===== config.mk =====
export PLATFORM = sky130hd
export DESIGN_NAME = round_robin_task_scheduler_unit
export DESIGN_NICKNAME = d
export VERILOG_FILES = /design/src/rrts_pkg.sv /design/src/rrts_ram.sv /design/src/round_robin_task_scheduler_unit.sv
export SDC_FILE = /design/constraint.sdc
export NUM_CORES = 1
export LEC_CHECK = 0
export ABC_AREA = 1
export ABC_CLOCK_PERIOD_IN_PS = 3900
export BUFFER_PORTS_ARGS = -buffer_cell sky130_fd_sc_hd__buf_2
export CAP_MARGIN = 10
export CORE_UTILIZATION = 50
export CTS_BUF_LIST = sky130_fd_sc_hd__clkbuf_8
export CTS_CLUSTER_DIAMETER = 150
export DETAILED_ROUTE_END_ITERATION = 12
export GPL_TIMING_DRIVEN = 0
export PLACE_DENSITY_LB_ADDON = 0.08
export SETUP_SLACK_MARGIN = 0.3
export SLEW_MARGIN = 25
export SYNTH_ARGS = -nofsm -noshare
export SYNTH_HDL_FRONTEND = slang
export SYNTH_SLANG_ARGS = --single-unit

===== constraint.sdc =====
create_clock -name i_clk -period 3.9 [get_ports i_clk]
set_input_delay 0.78 -clock i_clk [delete_from_list [all_inputs] [get_ports i_clk]]
set_output_delay 0.78 -clock i_clk [all_outputs]
set_load 0.02 [all_outputs]

===== src/rrts_pkg.sv =====
package rrts_pkg;

    // Sizing
    localparam int MAX_TASKS = 16;
    localparam int NUM_SEMAPHORES = 4;
    localparam int TASK_W = $clog2(MAX_TASKS);
    localparam int CNT_W = $clog2(MAX_TASKS + 1);
    localparam int SEM_W = $clog2(NUM_SEMAPHORES);

    // Request codes
    localparam logic [2:0] REQ_RUN = 3'd0;
    localparam logic [2:0] REQ_TICK = 3'd1;
    localparam logic [2:0] REQ_YIELD = 3'd2;
    localparam logic [2:0] REQ_DELAY = 3'd3;
    localparam logic [2:0] REQ_EXIT = 3'd4;
    localparam logic [2:0] REQ_PEND = 3'd5;
    localparam logic [2:0] REQ_POST = 3'd6;
    // Unused code, behaves as run
    localparam logic [2:0] REQ_SPARE = 3'd7;

    // Task status codes
    localparam logic [1:0] TS_READY = 2'd0;
    localparam logic [1:0] TS_SEMWAIT = 2'd1;
    localparam logic [1:0] TS_EXITED = 2'd2;

    // Configuration register indexes
    localparam logic [2:0] CFG_NTASKS = 3'd0;
    localparam logic [2:0] CFG_SEM0 = 3'd1;
    localparam logic [2:0] CFG_SEM3 = 3'd4;

    typedef struct packed {
        logic [2:0]  req_type;
        logic [15:0] delay_ticks;
        logic [1:0]  sem_id;
    } t_req;

    typedef struct packed {
        logic [3:0] current_task;
        logic       switched;
        logic       caller_blocked;
        logic       woken_valid;
        logic [3:0] woken_task;
    } t_rsp;

    // One task table entry as held in the RAM
    typedef struct packed {
        logic [1:0]       status;
        logic [SEM_W-1:0] wsem;
        logic [15:0]      wait_cnt;
    } t_entry;

    localparam int ENT_W = $bits(t_entry);

    typedef enum logic [1:0] {
        ST_IDLE,
        ST_UPD,
        ST_SCAN,
        ST_DONE
    } t_state;

    // Ring size from the task count register, clamped to 1..MAX_TASKS
    function automatic logic [CNT_W-1:0] ring_size(input logic [4:0] tc);
        if (tc == 5'd0) begin
            return CNT_W'(1);
        end else if (int'(tc) > MAX_TASKS) begin
            return CNT_W'(MAX_TASKS);
        end else begin
            return CNT_W'(tc);
        end
    endfunction

    // Next task in ring order; tasks outside the ring go to the head
    function automatic logic [TASK_W-1:0] successor(input logic [TASK_W-1:0] t,
                                                    input logic [CNT_W-1:0] n);
        logic [CNT_W-1:0] head;
        head = n - CNT_W'(1);
        if (t == '0 || CNT_W'(t) >= n) begin
            return head[TASK_W-1:0];
        end else begin
            return t - TASK_W'(1);
        end
    endfunction

endpackage


===== src/rrts_ram.sv =====
module rrts_ram #(
    parameter int WIDTH = 8,
    parameter int DEPTH = 16
) (
    input  logic                     i_clk,
    input  logic                     i_we,
    input  logic [$clog2(DEPTH)-1:0] i_waddr,
    input  logic [WIDTH-1:0]         i_wdata,
    input  logic [$clog2(DEPTH)-1:0] i_raddr,
    output logic [WIDTH-1:0]         o_rdata
);

    logic [WIDTH-1:0] r_mem [DEPTH];
    logic [WIDTH-1:0] r_rdata;

    // One write port, one registered read port
    always_ff @(posedge i_clk) begin
        if (i_we) begin
            r_mem[i_waddr] <= i_wdata;
        end
        r_rdata <= r_mem[i_raddr];
    end

    assign o_rdata = r_rdata;

endmodule


===== src/round_robin_task_scheduler_unit.sv =====
// Round-robin task scheduler with counting semaphores.
// Request channel: i_valid / o_stall carry one t_req (run, tick, yield,
// delay, exit, semaphore pend, semaphore post). Response channel: o_valid /
// i_stall carry one t_rsp per request: the task now running, whether it
// changed, whether a pend blocked the caller and which task a post woke.
// Configuration: i_cfg_we writes the number of tasks (index 0) or a semaphore's
// initial count (indexes 1 to 4, loading the count at once); the user must
// write it only while idle, which the block itself does not enforce. The
// task table sits in one RAM with a registered read; a request walks it
// once to update entries and once to find the next task. A yield, delay,
// exit or pend updates the running task's entry once scheduling has
// started; a tick walks all n ring entries and a post walks them until it
// wakes a task; the ring scan reads up to n entries (n the ring size).
// One request at a time; o_stall drops in the same cycle that o_valid rises.
// A response waits in an output register while i_stall is high; the next
// request is taken meanwhile and held in the last step until the register
// frees. Reset clears all tasks to ready with zero wait through per-entry
// valid bits, so no clearing pass is needed; the task count returns to 1.
module round_robin_task_scheduler_unit
    import rrts_pkg::*;
(
    input  logic       i_clk,
    input  logic       i_rst_n,
    input  logic       i_valid,
    output logic       o_stall,
    input  t_req       i_req,
    output logic       o_valid,
    input  logic       i_stall,
    output t_rsp       o_rsp,
    input  logic       i_cfg_we,
    input  logic [2:0] i_cfg_idx,
    input  logic [7:0] i_cfg_data
);

    t_state                    r_state, n_state;
    t_req                      r_req;
    logic [4:0]                r_tc;
    logic signed [7:0]         r_sem [NUM_SEMAPHORES];
    logic [TASK_W-1:0]         r_cur;
    logic                      r_started;
    logic [MAX_TASKS-1:0]      r_ent_vld;
    logic [CNT_W-1:0]          r_rlim;
    logic [CNT_W-1:0]          r_rcnt;
    logic [TASK_W-1:0]         r_ra;
    logic                      r_hit;
    logic [TASK_W-1:0]         r_next;
    logic                      r_pend_vld;
    logic [TASK_W-1:0]         r_pend_addr;
    logic                      r_pend_ev;
    logic                      r_blocked;
    logic                      r_woken;
    logic [TASK_W-1:0]         r_woken_id;
    logic                      r_ovalid;
    t_rsp                      r_orsp;

    logic [CNT_W-1:0]          ring_n;
    logic [CNT_W-1:0]          head_full;
    logic [TASK_W-1:0]         head;
    logic                      acc;
    logic                      pend_blk;
    logic [SEM_W-1:0]          sem_sel;
    logic signed [7:0]         sem_cur;
    logic                      rd_issue;
    logic [TASK_W-1:0]         rd_addr;
    logic [ENT_W-1:0]          rdata;
    t_entry                    ent;
    t_entry                    wr_ent;
    logic                      wr_en;
    logic                      upd_hit;
    logic                      scan_hit;
    logic                      upd_end;
    logic                      scan_more;
    logic                      scan_end;
    logic                      out_free;

    assign ring_n = ring_size(r_tc);
    assign head_full = ring_n - CNT_W'(1);
    assign head = head_full[TASK_W-1:0];
    assign acc = i_valid && !o_stall;
    assign out_free = !r_ovalid || !i_stall;
    assign sem_sel = i_req.sem_id[SEM_W-1:0];
    assign sem_cur = r_sem[sem_sel];
    assign pend_blk = r_started && (i_req.req_type == REQ_PEND) && (sem_cur <= 8'sd0);

    // Task table
    rrts_ram #(
        .WIDTH(ENT_W),
        .DEPTH(MAX_TASKS)
    ) u_tab (
        .i_clk  (i_clk),
        .i_we   (wr_en),
        .i_waddr(r_pend_addr),
        .i_wdata(wr_ent),
        .i_raddr(rd_addr),
        .o_rdata(rdata)
    );

    // Entry never written reads as ready with zero wait
    assign ent = r_pend_ev ? t_entry'(rdata) : t_entry'('0);

    assign upd_hit = (r_state == ST_UPD) && r_pend_vld && !r_hit
                     && (r_req.req_type == REQ_POST) && (ent.status == TS_SEMWAIT)
                     && (ent.wsem == r_req.sem_id[SEM_W-1:0]);
    assign scan_hit = (r_state == ST_SCAN) && r_pend_vld && !r_hit
                      && (r_pend_addr != '0) && (ent.status == TS_READY)
                      && (ent.wait_cnt == 16'd0);
    assign upd_end = !r_pend_vld && (r_hit || (r_rcnt >= r_rlim));
    assign scan_more = (r_rcnt < r_rlim) && (r_ra != r_cur);
    assign scan_end = !r_pend_vld && (r_hit || !scan_more);

    // Entry modification for the returned read
    always_comb begin
        wr_ent = ent;
        case (r_req.req_type)
            REQ_TICK: begin
                if (ent.status == TS_READY && ent.wait_cnt != 16'd0) begin
                    wr_ent.wait_cnt = ent.wait_cnt - 16'd1;
                end
            end
            REQ_YIELD: begin
                if (ent.wait_cnt == 16'd0) begin
                    wr_ent.wait_cnt = 16'd1;
                end
            end
            REQ_DELAY: wr_ent.wait_cnt = r_req.delay_ticks;
            REQ_EXIT: wr_ent.status = TS_EXITED;
            REQ_PEND: begin
                if (r_blocked) begin
                    wr_ent.status = TS_SEMWAIT;
                    wr_ent.wsem = r_req.sem_id[SEM_W-1:0];
                end
            end
            REQ_POST: wr_ent.status = TS_READY;
            default: wr_ent = ent;
        endcase
    end

    // Next state
    always_comb begin
        n_state = r_state;
        case (r_state)
            ST_IDLE: begin
                if (acc) n_state = ST_UPD;
            end
            ST_UPD: begin
                if (upd_end) n_state = ST_SCAN;
            end
            ST_SCAN: begin
                if (scan_end) n_state = ST_DONE;
            end
            ST_DONE: begin
                if (out_free) n_state = ST_IDLE;
            end
            default: n_state = ST_IDLE;
        endcase
    end

    // State outputs: request stall, RAM read issue and write enable
    always_comb begin
        o_stall = 1'b1;
        rd_issue = 1'b0;
        wr_en = 1'b0;
        rd_addr = r_ra;
        case (r_state)
            ST_IDLE: o_stall = 1'b0;
            ST_UPD: begin
                rd_issue = (r_rcnt < r_rlim) && !r_hit && !upd_hit;
                wr_en = r_pend_vld && ((r_req.req_type != REQ_POST) || upd_hit);
            end
            ST_SCAN: rd_issue = scan_more && !r_hit && !scan_hit;
            ST_DONE: o_stall = 1'b1;
            default: o_stall = 1'b1;
        endcase
    end

    always_ff @(posedge i_clk) begin
        if (!i_rst_n) begin
            r_state <= ST_IDLE;
        end else begin
            r_state <= n_state;
        end
    end

    // Read pipeline tracking
    always_ff @(posedge i_clk) begin
        if (!i_rst_n) begin
            r_pend_vld <= 1'b0;
            r_ent_vld <= '0;
        end else begin
            r_pend_vld <= rd_issue;
            if (wr_en) begin
                r_ent_vld[r_pend_addr] <= 1'b1;
            end
        end
        r_pend_addr <= rd_addr;
        r_pend_ev <= r_ent_vld[rd_addr];
    end

    // Sequencer: walk setup, counters, hits
    always_ff @(posedge i_clk) begin
        if (!i_rst_n) begin
            r_rcnt <= '0;
            r_rlim <= '0;
            r_hit <= 1'b0;
        end else begin
            case (r_state)
                ST_IDLE: begin
                    if (acc) begin
                        r_req <= i_req;
                        r_rcnt <= '0;
                        r_hit <= 1'b0;
                        r_blocked <= pend_blk;
                        r_woken <= 1'b0;
                        r_woken_id <= '0;
                        case (i_req.req_type)
                            REQ_TICK: begin
                                r_rlim <= ring_n;
                                r_ra <= '0;
                            end
                            REQ_POST: begin
                                r_rlim <= ring_n;
                                r_ra <= head;
                            end
                            REQ_YIELD, REQ_DELAY, REQ_EXIT, REQ_PEND: begin
                                r_rlim <= r_started ? CNT_W'(1) : '0;
                                r_ra <= r_cur;
                            end
                            default: begin
                                r_rlim <= '0;
                                r_ra <= r_cur;
                            end
                        endcase
                    end
                end
                ST_UPD: begin
                    if (rd_issue) begin
                        r_rcnt <= r_rcnt + CNT_W'(1);
                        if (r_req.req_type == REQ_TICK) begin
                            r_ra <= r_ra + TASK_W'(1);
                        end else if (r_req.req_type == REQ_POST) begin
                            r_ra <= r_ra - TASK_W'(1);
                        end
                    end
                    if (upd_hit) begin
                        r_hit <= 1'b1;
                        r_woken <= 1'b1;
                        r_woken_id <= r_pend_addr;
                    end
                    if (upd_end) begin
                        r_rcnt <= '0;
                        r_hit <= 1'b0;
                        r_rlim <= r_started ? ring_n : '0;
                        r_ra <= successor(r_cur, ring_n);
                    end
                end
                ST_SCAN: begin
                    if (rd_issue) begin
                        r_rcnt <= r_rcnt + CNT_W'(1);
                        r_ra <= successor(r_ra, ring_n);
                    end
                    if (scan_hit) begin
                        r_hit <= 1'b1;
                        r_next <= r_pend_addr;
                    end
                    if (scan_end) begin
                        if (!r_started) begin
                            r_next <= head;
                        end else if (!r_hit) begin
                            r_next <= '0;
                        end
                    end
                end
                default: begin
                    r_hit <= r_hit;
                end
            endcase
        end
    end

    // Configuration and semaphore counts
    always_ff @(posedge i_clk) begin
        if (!i_rst_n) begin
            r_tc <= 5'd1;
            for (int s = 0; s < NUM_SEMAPHORES; s++) begin
                r_sem[s] <= 8'sd0;
            end
        end else if (i_cfg_we) begin
            if (i_cfg_idx == CFG_NTASKS) begin
                r_tc <= i_cfg_data[4:0];
            end else if (i_cfg_idx inside {[CFG_SEM0:CFG_SEM3]}) begin
                r_sem[SEM_W'(i_cfg_idx - CFG_SEM0)] <= i_cfg_data;
            end
        end else if (acc) begin
            // saturate at -128 and 127
            if (i_req.req_type == REQ_PEND && r_started && sem_cur != 8'sh80) begin
                r_sem[sem_sel] <= sem_cur - 8'sd1;
            end else if (i_req.req_type == REQ_POST && sem_cur != 8'sh7F) begin
                r_sem[sem_sel] <= sem_cur + 8'sd1;
            end
        end
    end

    // Response register and running task
    always_ff @(posedge i_clk) begin
        if (!i_rst_n) begin
            r_ovalid <= 1'b0;
            r_cur <= '0;
            r_started <= 1'b0;
        end else begin
            if (r_state == ST_DONE && out_free) begin
                r_ovalid <= 1'b1;
                r_orsp.current_task <= 4'(r_next);
                r_orsp.switched <= !r_started || (r_next != r_cur);
                r_orsp.caller_blocked <= r_blocked;
                r_orsp.woken_valid <= r_woken;
                r_orsp.woken_task <= 4'(r_woken_id);
                r_cur <= r_next;
                r_started <= 1'b1;
            end else if (!i_stall) begin
                r_ovalid <= 1'b0;
            end
        end
    end

    assign o_valid = r_ovalid;
    assign o_rsp = r_orsp;

    // Checks
    a_no_rw_clash: assert property (@(posedge i_clk) disable iff (!i_rst_n)
        (wr_en && rd_issue) |-> (r_pend_addr != rd_addr))
        else $error("read and write of the same task entry in one cycle");

    a_rsp_from_done: assert property (@(posedge i_clk) disable iff (!i_rst_n)
        $rose(o_valid) |-> $past(r_state == ST_DONE))
        else $error("response raised outside the final step");

    a_idle_no_read: assert property (@(posedge i_clk) disable iff (!i_rst_n)
        (r_state == ST_IDLE) |-> !r_pend_vld)
        else $error("table read still in flight while idle");

    a_rcnt_bound: assert property (@(posedge i_clk) disable iff (!i_rst_n)
        r_rcnt <= CNT_W'(MAX_TASKS))
        else $error("walk counter beyond the table");

endmodule

Word-level counts from Yosys, hierarchy flattened:

Memory sizes are Yosys's and may differ from the RTL's. A register that Yosys moved wholly into a read port is not among the register bits.
Cells that the tools add are included.

* register bits: 92
* bits in writable memories: 352
* bits of input ports: 37
* output and inout bits: 13
* word-level logic and storage cells: 231
* memories kept: 2

* add/subtract/negate cells: 9
* $lt $le $gt $ge: 11
* eq/ne operators: 33
* mux-type cells: 82
* bitwise logic cells: 2
* reductions and logical operators: 67

Memory list
* u_tab.r_mem: depth 16, width 20, rd ports 1, clocked after Yosys merged registers in 1, write ports 1, line rrts_ram.sv:13 `logic [WIDTH-1:0] r_mem [DEPTH];`
* r_sem: depth 4, width 8, rd ports 1, clocked after Yosys merged registers in 0, write ports 4, line round_robin_task_scheduler_unit.sv:38 `logic signed [7:0] r_sem [NUM_SEMAPHORES];`

Operators with widths (number)
* 4-bit two-way mux: 15
* 16-bit case mux with 3 select lines: 1
* 5-bit two-way mux: 8
* 1-bit two-way mux: 32
* 16-bit two-way mux: 2
* 1-bit logical AND: 27
* 8-bit two-way mux: 3
* 20-bit two-way mux: 1
* 5-bit case mux with 2 select lines: 2
* 3-bit == test (second input constant): 6
* 16-bit zero test: 1
* 8-bit != test (second input constant): 2
* 16-bit OR: 1
* 4-bit case mux with 2 select lines: 2
* 16-bit nonzero test: 1
* 8-bit OR reduction: 2
* 16-bit by 1-bit subtractor with 16-bit output (second input constant): 1
* 5-bit case mux with 3 select lines: 1
* 2-bit two-way mux: 7
* 2-bit != test (second input constant): 7
* 3-bit by 2-bit == test with 1-bit output (second input constant): 4
* 4-bit case mux with 3 select lines: 1
* 4-bit AND reduction: 3
* 4-bit by 1-bit subtractor with 4-bit output (second input constant): 3
* 43 further kinds: 71

Longest topological paths before layout:

Gate-level depths: netlist of run 1.

* word-level depth: 12
* gate-level depth with buffers: 20
* mapped depth without buffers: 19

Modules after synthesis:

Synthesis of run 1 repeated with hierarchy kept, for this count alone.

* cell total of the unflattened synthesis: 2372
* area, all modules: 21889.7 µm²

Modules (own cells, without submodules)
* rrts_ram: times used 1, cells an instance 1336, area each 14192.4 µm²
* round_robin_task_scheduler_unit: times used 1, cells an instance 1036, area each 7697.4 µm²

Least setup slack after synthesis of run 1:

Ideal clock, no wire load.

* path type: input to register
* start: input i_rst_n
* end: memory r_sem[0][7], data pin
* library setup time: 265 ps
* data arrival time: 3529 ps
* data required time: 3635 ps
* setup slack: 107 ps
* cell stages on the path: 13
* path buffers: 0
* cell sequence: inv_2 nor2_1 nand2_1 nor2_1 nand2_2 ha_1 a21o_1 nand2_1 nand3_1 a21boi_0 nand3_1 nand3_1 a21oi_1

RTL lines
* from (decl): line round_robin_task_scheduler_unit.sv:23 `input logic i_rst_n,`
* to (decl): line round_robin_task_scheduler_unit.sv:38

Worst setup path in the final report of run 1:

* start: register r_pend_ev
* end: memory u_tab.r_mem[0][12] (netlist name), data pin

* word-level cells in the longest chain between the ends: 5

Ends and longest elaborated chain
* from (decl): line round_robin_task_scheduler_unit.sv:49 `logic r_pend_ev;`
* from (signal assigned): line round_robin_task_scheduler_unit.sv:196 `r_pend_ev <= r_ent_vld[rd_addr];`
* 20-bit two-way mux *: line round_robin_task_scheduler_unit.sv:99 `assign ent = r_pend_ev ? t_entry'(rdata) : t_entry'('0);`
* branches (longest 3 deep; another with 16-bit by 1-bit subtractor with 16-bit output)
* 16-bit case mux with 3 select lines *: line round_robin_task_scheduler_unit.sv:114 `case (r_req.req_type)`
* via u_tab.i_wdata[12]: line rrts_ram.sv:8 `input logic [WIDTH-1:0] i_wdata,`
* to (decl): line rrts_ram.sv:13

Mark *: on every way through the listed nets, which the timed path passes.

==> results of run 1 <==
-- worst max-delay path, delay by kind of cell (launching register included) --
kind,cells,cell delay (ps)
AOI/OAI and AO/OA,1,350
adders and majority gates,1,260
buffers and inverters,3,490
DFF,1,320
and+or+nand+nor,7,1400
-- final timing paths --
| check | slack (ps) | to | from |
|---|---|---|---|
| setup / recovery | 500 | u_tab.r_mem[0][12] | r_pend_ev |
| hold / removal | 310 | r_req[9] | i_req[9] |
| hold reg to reg | 420 | o_rsp[2] | r_woken_id[2] |
| setup reg to reg | 500 | u_tab.r_mem[0][12] | r_pend_ev |
-- state kept, by name, summed over array words and instances (netlist names), 2 cells and up --
name	cells
o_rsp	11
r_tc	5
r_next	4
r_pend_addr	4
r_sem	32
r_rlim	5
r_ent_vld	16
r_rcnt	5
r_req	21
r_state	2
r_woken_id	4
r_cur	4
r_ra	4
u_tab.o_rdata	20
u_tab.r_mem	320
-- cells in the mapped netlist (3+ instances only) --
library cell	n
edfxtp_1	398
a21oi_1	66
nand2_1	331
buf_2	5
o2111ai_1	3
clkbuf_1	75
nor3_1	15
xor2_1	16
a22oi_2	6
o221ai_1	57
nand3_1	107
dfxtp_1	66
o21ai_0	218
nand3b_1	10
xnor2_1	8
ha_1	31
buf_4	3
inv_1	134
a31oi_1	3
o211ai_1	25
nand4_1	14
buf_1	3
nand2_2	8
o22ai_1	30
nor2_1	251
a21o_1	3
buf_6	7
-- per-layer routing --
metal	up-vias	global-route usage
met1	7641	0.3908
met2	695	0.5053
li1	7126	-
met4	0	0.1138
met5	-	0
met3	122	0.04911
-- cell families after synthesis --
| kind of cell | Yosys count | share of synthesized area |
|---|---|---|
| AND/OR/NAND/NOR | 745 | 0.1502 |
| flip-flops | 464 | 0.6478 |
| AO/OA/AOI/OAI | 427 | 0.1259 |
| buffers and inverters | 232 | 0.04604 |
| adder cells (fa/ha/maj) | 32 | 0.01991 |
| XOR/XNOR | 24 | 0.01026 |
-- cell type report --
type,instances,area [sq um],share of cell area
Timing Repair Buffer,57,336.6,0.01466
Buffer,93,420.4,0.01831
Multi-Input combinational cell,1229,6339,0.2761
Clock buffer,86,1184,0.05156
Clock inverter,52,219.0,0.009538
Sequential cell,464,13270,0.5782
Tap cell,525,656.9,0.02861
Inverter,139,528.0,0.02300
-- power breakdown --
group	leakage (uW)	switching, uW	internal (uW)	total, uW
registers	0.00423	213	6180	6390
logic	0.00351	4710	1610	6320
clock network	0.000840	1970	2020	3990
-- stage by stage --
stage,power (uW),TNS [ps],hold WS (ps),instance area [sq um]
2_1_floorplan,10170,0,374.6,20490
3_3_place_gp,12490,-12780,406.5,21390
3_5_place_dp,12620,-758.5,406.2,21500
4_1_cts,16570,0,283.3,22910
5_1_grt,17430,0,294.3,22960
6_report,16700,0,313.1,22960
-- timing repair --
action | in CTS | in global routing
setup endpoints to repair | 8 | 29
endpoints found under the hold margin | 0 | 0
gates cloned | 1 | 0
setup buffers | 0 | 3
pin swaps | 1 | 2
resized for setup | 1 | 2
==> results.py, run 1 <==
metrics = {
    "route": {
        "wl_met2_mm": 30.28,
        "drt-wirelength-per-cell_um": 23.44,
        "drc": 0,
        "drtAntennaViolNets": 0,
        "drt_iter0_drc": 1681,
        "top_layer_used": "met4",
        "dr.pass1.iters": 6,
        "dr_wl_met3_mm": 4.437,
        "vias_per_cell": 5.892,
        "met1_length_mm": 25.32,
        "vias": 15580,
        "drt-total-wl_mm": 61.99,
    },
    "outcome": {
        "outcome": "finished, final reports clean",
    },
    "timing": {
        "finalCritPeriodShare": 0.8727,
        "final_max_slew_viol_count": 0,
        "timing.fmax_mhz": 293.8,
        "relSlewSlack": 0.2813,
        "rsz0062_at_grt": "false",
        "final.setup.worst_slack_ps": 496.4,
        "worstMarginPinSlew_ps": 1071,
        "setup_violations": 0,
        "fin_skew_ps": 36.14,
        "min_period_ps": 3404,
        "hold_viol": 0,
    },
    "logic_synthesis": {
        "async_reset_ff_frac": 0,
        "synth_edf_count": 398,
        "synth_cell_types": 49,
        "synth_area_leaders": "edfxtp_1, dfxtp_1, nand2_1, o21ai_0, nor2_1",
        "syn_area_sq_mm": 0.02049,
        "synth.net_count": 1993,
        "synthCells": 1924,
        "yosysTopAreaCell": "edfxtp_1",
        "ys_ff_latch": 464,
        "syn_area_per_cell_sq_um": 10.65,
        "synth_top_area_frac": 0.5833,
        "synth_seq_area_share": 0.6478,
        "yosysWarnings": 0,
        "ys.flop_type": "edfxtp_1",
    },
    "layout": {
        "layout_common_cells": "edfxtp_1, nand2_1, nor2_1",
        "diodes": 0,
        "final_cells": 2645,
        "layout-drive-gt1-share": 0.1028,
        "final_core_util": 0.5725,
        "syn2layout_area_growth_pct": 12.04,
        "final_common_cell": "edfxtp_1",
        "fill_cells": 3485,
        "fin_nets": 2130,
    },
    "floorplanning": {
        "coreArea_sq_mm": 0.04010,
        "dieWidth_um": 204.4,
        "start_util": 0.5110,
        "dieHeight_um": 204.4,
        "dieArea_sq_mm": 0.04179,
        "num_rows": 73,
        "io_pins": 50,
    },
    "hold_path": {
        "hold_path_class": "in -> reg",
        "hold_path_depth": 1,
    },
    "critical_path": {
        "crit_required_ps": 3990,
        "path_class": "reg -> reg",
        "cp_slowest_stage_delay_ps": 630,
        "critPathCaptureType": "flip-flop",
        "worst_path_max_delay_cell": "nand3b_1",
        "cp.arrival_ps": 3490,
        "cp_max_fo": 16,
        "worstPathCellList": "buf_6 > buf_6 > nand2_1 > ha_1 > nand3_1 > nor3_2 > a21oi_2 > nand2_1 > inv_1 > nand4_1 > nand3_1 > nand3b_1",
        "start_kind": "flip-flop",
        "reg2reg_depth": 12,
    },
    "job": {
        "cap_viol_max_count": 0,
    },
    "place": {
        "hpwl_mm": 41.09,
        "gp_congestion": 0.8985,
        "pre_cts_slack_ps": -99.19,
        "place_inst": 2503,
        "port_buffers": 49,
    },
    "clock_tree": {
        "cts.clk_slew.worst_paths_ps": 70,
        "htreeDepth": 3,
        "clock-sinks": 464,
        "cts_made_buffers": 77,
        "hold_buffers": 0,
        "insertion_delay_ps": 640,
        "cts_buffer_depth": 3,
        "cts_tree": "built",
        "root_buffer": "clkbuf_8",
    },
    "global_route": {
        "track_usage": 0.3007,
        "grt.overflow.total": 0,
        "grt_pass1_vias": 15140,
        "antenna_found_initial": 1,
        "grt_pass1_wl_mm": 92.15,
        "grt_max_degree": 21,
    },
    "power": {
        "power_density_mw_per_mm2": 727.4,
        "ir_worst_vdd_mv": 0.3883,
        "p_leak_uw": 0.008580,
    },
}
Power figures use the tool's default switching activity.
==> run 2: changes to the inputs <==
--- a/config.mk
+++ b/config.mk
@@ -9,6 +9,7 @@
 export ABC_CLOCK_PERIOD_IN_PS = 3900
 export BUFFER_PORTS_ARGS = -buffer_cell sky130_fd_sc_hd__buf_2
 export CAP_MARGIN = 10
+export CORE_MARGIN = 1.5
 export CORE_UTILIZATION = 50
 export CTS_BUF_LIST = sky130_fd_sc_hd__clkbuf_8
 export CTS_CLUSTER_DIAMETER = 150
==> results.py, run 2 (synthesis results as in run 1) <==
metrics = {
    "outcome": {
        "outcome": "finished, final reports clean",
    },
    "place": {
        "gp_congestion": 0.8786,
        "place_area_sq_mm": 0.02150,
        "port_buffers": 49,
        "hpwl_mm": 40.97,
        "place_inst": 2502,
    },
    "route": {
        "drt_iter0_drc": 1611,
        "dr.pass1.iters": 7,
        "drc": 0,
        "vias_per_cell": 5.907,
        "drt-total-wl_mm": 61.90,
        "vias": 15640,
        "drtAntennaViolNets": 0,
        "drt-wirelength-per-cell_um": 23.38,
    },
    "layout": {
        "fill_cells": 3539,
        "stdcell_area_sq_mm": 0.02301,
        "final_common_cell": "edfxtp_1",
        "syn2layout_area_growth_pct": 12.29,
        "diodes": 0,
        "largest_reg_flops": 320,
        "fin_nets": 2128,
        "layout_common_cells": "edfxtp_1, nand2_1, nor2_1",
        "final_cells": 2648,
        "regMostFlops": "u_tab.r_mem",
        "top_regs": "u_tab.r_mem x320, r_sem x32, r_req x21",
        "layout-drive-gt1-share": 0.1050,
    },
    "floorplanning": {
        "io_pins": 50,
        "num_rows": 73,
        "dieWidth_um": 205.4,
        "coreArea_sq_mm": 0.04010,
        "start_util": 0.5110,
        "dieHeight_um": 205.4,
        "dieArea_sq_mm": 0.04220,
    },
    "power": {
        "ir_worst_vdd_mv": 0.3351,
        "p_leak_uw": 0.008578,
        "power_density_mw_per_mm2": 731.7,
        "finalPower_uw": 16830,
    },
    "clock_tree": {
        "cts_made_buffers": 77,
        "hold_buffers": 0,
        "root_buffer": "clkbuf_8",
        "insertion_delay_ps": 630,
        "cts_tree": "built",
        "clock-sinks": 464,
        "cts.clk_slew.worst_paths_ps": 60,
        "htreeDepth": 3,
        "cts_buffer_depth": 3,
    },
    "timing": {
        "relSlewSlack": 0.2899,
        "rsz0062_at_grt": "false",
        "finalCritPeriodShare": 0.8684,
        "setup_violations": 0,
        "worstMarginPinSlew_ps": 1059,
        "final_max_slew_viol_count": 0,
        "fin_skew_ps": 25.07,
        "whs_ps": 330.2,
        "hold_viol": 0,
        "timing.fmax_mhz": 295.3,
        "min_period_ps": 3387,
    },
    "critical_path": {
        "start_kind": "flip-flop",
        "worst_path_max_delay_cell": "nand4_1",
        "worstPathCellList": "buf_6 > buf_6 > nand2_1 > ha_1 > nand3_1 > nor3_2 > a21oi_2 > buf_2 > nand2_1 > o211ai_1 > nand4_1",
        "reg2reg_depth": 11,
        "critPathCaptureType": "flip-flop",
        "cp_max_fo": 16,
        "startpoint": "r_pend_ev",
        "cp_slowest_stage_delay_ps": 730,
        "cp.arrival_ps": 3440,
        "reg2reg_slack_ps": 510,
        "path_class": "reg -> reg",
        "crit_required_ps": 3960,
        "r2r_start": "r_pend_ev",
    },
    "hold_path": {
        "hold_path_class": "in -> reg",
        "hold_path_depth": 1,
        "hold_path.startpoint": "i_req[11]",
    },
    "global_route": {
        "track_usage": 0.2971,
        "antenna_found_initial": 0,
        "grt_pass1_vias": 15050,
        "grt_max_degree": 21,
        "grt_pass1_wl_mm": 91.60,
        "grt.overflow.total": 0,
    },
    "job": {
        "cap_viol_max_count": 0,
    },
}
run 2: cell count changes in the layout (fill, tap and decap cells not counted), sizes merged:
cell	previous run	this run
bufinv	0	4
inv	167	164
buf	75	73
clkbuf	161	154
clkinvlp	2	6
clkinv	22	29
run 2: layout make-up:
class	count	area, sq um	share of cell area
Timing Repair Buffer	55	325.3	0.01414
Buffer	93	420.4	0.01827
Clock buffer	79	1087	0.04726
Clock inverter	64	379.1	0.01648
Sequential cell	464	13270	0.5769
Multi-Input combinational cell	1229	6334	0.2753
Inverter	139	531.8	0.02311
Tap cell	525	656.9	0.02855
run 2: worst max-delay path: cells and delay by family, from the launching register on:
family,cells,cell delay (ps)
simple gates,5,1160
fa+ha+maj,1,280
flops,1,330
compound gates,2,420
buf+inv,3,600
run 2: path summary, 6_finish.rpt:
kind | to
setup reg to reg | u_tab.r_mem[10][13]
hold reg to reg | o_rsp[1]
hold / removal | r_req[11]
setup / recovery | u_tab.r_mem[10][13]
run 2: stage by stage:
stage                     worst slack, ps  utilization  setup TNS [ps]
after floorplan                     493.0            -               0
after global placement             -408.8       0.5336          -11800
after detailed placement           -112.7       0.5361          -867.8
after CTS                           346.1       0.5728               0
after global routing                329.2       0.5738               0
final                               513.4       0.5738               0
run 2: per-layer routing:
layer  share of wire  up-vias  GRT usage
li1                -     7137          -
met1            0.40     7597     0.3810
met2            0.48      776     0.4949
met3           0.081      133    0.05464
met4           0.037        0     0.1272
met5               0        -          0
run 2: timing repair:
item                                    4_1_cts  5_1_grt
endpoints found under the setup margin       12       44
gates resized for setup                       1        3
gates cloned                                  1        0
buffers inserted                              0        2
pin swaps                                     1        1
run 2: power breakdown:
group	total [uW]	internal, uW	switching (uW)
clock	4130	2160	1970
sequential	6400	6180	217
combinational	6310	1600	4700
==> run 3: changes to the inputs <==
--- a/config.mk
+++ b/config.mk
@@ -6,7 +6,6 @@
 export NUM_CORES = 1
 export LEC_CHECK = 0
 export ABC_AREA = 1
-export ABC_CLOCK_PERIOD_IN_PS = 3900
 export BUFFER_PORTS_ARGS = -buffer_cell sky130_fd_sc_hd__buf_2
 export CAP_MARGIN = 10
 export CORE_MARGIN = 1.5
@@ -20,4 +19,5 @@
 export SLEW_MARGIN = 25
 export SYNTH_ARGS = -nofsm -noshare
 export SYNTH_HDL_FRONTEND = slang
+export SYNTH_HIERARCHICAL = 1
 export SYNTH_SLANG_ARGS = --single-unit
==> results.py, run 3 <==
metrics = {
    "outcome": {
        "outcome": "finished, final reports clean",
    },
    "job": {
        "cap_viol_max_count": 0,
    },
    "clock_tree": {
        "cts_tree": "built",
        "cts_made_buffers": 78,
        "hold_buffers": 0,
        "cts.clk_slew.worst_paths_ps": 60,
        "root_buffer": "clkbuf_8",
        "clock-sinks": 464,
        "insertion_delay_ps": 650,
        "cts_buffer_depth": 3,
        "htreeDepth": 3,
    },
    "logic_synthesis": {
        "ys.flop_type": "edfxtp_1",
        "yosys.area_share.adder": 0.01863,
        "synth_xor_area_frac": 0.008803,
        "synth_area_leaders": "edfxtp_1, nand2_1, nand3_1, inv_1, dfxtp_1",
        "synth_edf_count": 398,
        "synth_seq_area_share": 0.6063,
        "synth.net_count": 2441,
        "async_reset_ff_frac": 0,
        "synth_top_area_frac": 0.5460,
        "synth_cell_types": 44,
        "synth_most_common_cell": "nand2_1",
        "synth_compound_area_frac": 0.04584,
        "syn_area_sq_mm": 0.02189,
        "syn_area_per_cell_sq_um": 9.228,
        "muxShareOfSynthArea": 0,
        "yosysWarnings": 6,
        "synth_common_cells": "nand2_1, edfxtp_1, inv_1",
        "ys_ff_latch": 464,
        "yosys.area_share.simple": 0.2316,
        "synthCells": 2372,
        "yosysTopAreaCell": "edfxtp_1",
        "synth_top_family_by_area": "simple AND/OR/NAND/NOR gates",
    },
    "critical_path": {
        "worst_path_max_delay_cell": "nor2_4",
        "rr_endpoint": "u_tab/r_mem[9][6]",
        "r2r_start": "r_req[20]",
        "critical_path.most_common_cell": "nand2_1",
        "reg2reg_depth": 10,
        "path_class": "reg -> reg",
        "critPathCaptureType": "flip-flop",
        "cp_slowest_stage_delay_ps": 710,
        "worstPathCellList": "inv_1 > nor2_1 > nand2_1 > nor3_1 > nand2_1 > nand3_1 > nand2_1 > inv_1 > nand3b_1 > nor2_4",
        "cp_max_fo": 20,
        "crit_required_ps": 4160,
        "reg2reg_slack_ps": 360,
        "cp.arrival_ps": 3800,
        "start_kind": "flip-flop",
    },
    "timing": {
        "whs_ps": 317.7,
        "final_max_slew_viol_count": 0,
        "relSlewSlack": 0.3079,
        "final.setup.worst_slack_ps": 363.1,
        "finalCritPeriodShare": 0.9069,
        "tns_ps": 0,
        "fin_skew_ps": 29.73,
        "min_period_ps": 3537,
        "setup_violations": 0,
        "timing.fmax_mhz": 282.7,
        "rsz0062_at_grt": "true",
        "worstMarginPinSlew_ps": 1035,
        "hold_viol": 0,
    },
    "place": {
        "pre_cts_slack_ps": -537.3,
        "place_inst": 3024,
        "gp_congestion": 0.9210,
        "port_buffers": 49,
        "hpwl_mm": 43.75,
    },
    "global_route": {
        "grt_max_degree": 21,
        "antenna_found_initial": 0,
        "track_usage": 0.2869,
        "grt_pass1_wl_mm": 95.35,
        "grt_pass1_vias": 16350,
        "grt.overflow.total": 0,
    },
    "floorplanning": {
        "start_util": 0.5070,
        "num_rows": 76,
        "dieArea_sq_mm": 0.04504,
        "dieWidth_um": 212.2,
        "coreArea_sq_mm": 0.04317,
        "dieHeight_um": 212.2,
        "io_pins": 50,
    },
    "layout": {
        "largest_reg_flops": 320,
        "fill_cells": 3828,
        "layout_common_cells": "nand2_1, inv_1, edfxtp_1",
        "layout-drive-gt1-share": 0.1072,
        "fin_nets": 2590,
        "final_cells": 3170,
        "regMostFlops": "u_tab/r_mem",
        "top_regs": "u_tab/r_mem x320, r_sem x32, r_req x21",
        "final_common_cell": "nand2_1",
        "syn2layout_area_growth_pct": 13.68,
    },
    "power": {
        "seq_power_share": 0.376,
        "ir_worst_vdd_mv": 0.4578,
        "p_int_uw": 10160,
        "power_frac_clock": 0.241,
        "p_leak_uw": 0.01100,
        "power_density_mw_per_mm2": 692.4,
        "p_comb_frac": 0.384,
        "switchingPower_uw": 7066,
        "switching_share": 0.4101,
    },
    "route": {
        "vias": 16790,
        "drc": 0,
        "drt-wirelength-per-cell_um": 19.72,
        "drt-total-wl_mm": 62.52,
        "drtAntennaViolNets": 0,
        "drt_iter0_drc": 1327,
        "dr.pass1.iters": 7,
        "vias_per_cell": 5.295,
    },
    "hold_path": {
        "hold_path.startpoint": "i_req[8]",
        "hold_path_depth": 1,
        "hold_path_class": "in -> reg",
        "hold_end": "r_req[8]",
    },
}
==> run 3: changes by cell type in the layout (fill, tap and decap cells not counted), sizes merged, moves of 39 or more <==
cell / change
o21ai: -156
o221ai: -56
nand3: +207
inv: +241
buf: +57
nand2: +394
clkbuf: -39
nor2: -129
==> run 3: worst max path at each step <==
stage               cells past startpoint  slack, ps  startpoint                  to
floorplan                              12        420     i_rst_n         r_sem[1][5]
global placement                       10       -980     i_rst_n         r_sem[3][0]
detailed placement                     13       -540     i_rst_n         r_sem[1][5]
CTS                                    10        440   r_req[20]  u_tab/r_mem[9][12]
global route                           10        190   r_req[20]   u_tab/r_mem[8][7]
finish                                 10        360   r_req[20]   u_tab/r_mem[9][6]
==> run 3: repair_timing <==
item / 4_1_cts / 5_1_grt
pin swaps: 1 / 1
setup endpoints to repair: 20 / 120
cloned: 1 / 0
gates resized for setup: 0 / 7
buffers inserted: 1 / 0
==> run 3: through the flow <==
step / area (sq um) / utilization / total power [uW]
finish: 24890 / 0.5764 / 17230
global route: 24880 / 0.5764 / 18220
global placement: 22870 / 0.5297 / 12870
floorplan: 21890 / - / 10580
detailed placement: 23340 / 0.5406 / 13060
CTS: 24840 / 0.5754 / 17230
==> run 3: power by group through the flow <==
stage	logic (uW)	clock network [uW]	registers (uW)
CTS	6530	4230	6470
floorplan	4180	0	6400
global route	7280	4450	6490
detailed placement	6490	0	6570
finish	6610	4150	6480
global placement	6300	0	6570
==> run 3: cell families after synthesis <==
logic type,count (synthesis)
compound gates,176
xor+xnor,22
fa+ha+maj,32
buf+inv,467
flops,464
simple gates,1211
==> run 3: layout make-up <==
cell class / count / area [sq um] / share of cell area
sequential: 464 / 13270 / 0.5334
multi-input combinational: 1442 / 6879 / 0.2764
inverter: 377 / 1420 / 0.05707
clock buffer: 87 / 1197 / 0.04812
tap: 585 / 732.0 / 0.02941
timing repair buffer: 68 / 565.5 / 0.02273
buffer: 90 / 523.0 / 0.02102
clock inverter: 56 / 292.8 / 0.01177
antenna: 1 / 2.502 / 0.0001006
==> run 3: critical path: cells and delay by family, from the launching register on <==
kind / cells / cell delay [ps]
buf+inv: 2 / 360
simple gates: 8 / 2340
flops: 1 / 440
==> run 3: metal layers <==
metal / up-vias / global-route usage / share of wire
met5: - / 0 / 0
met4: 0 / 0.1259 / 0.038
met3: 122 / 0.04668 / 0.065
met2: 606 / 0.4781 / 0.48
met1: 7979 / 0.3707 / 0.42
li1: 8078 / - / -
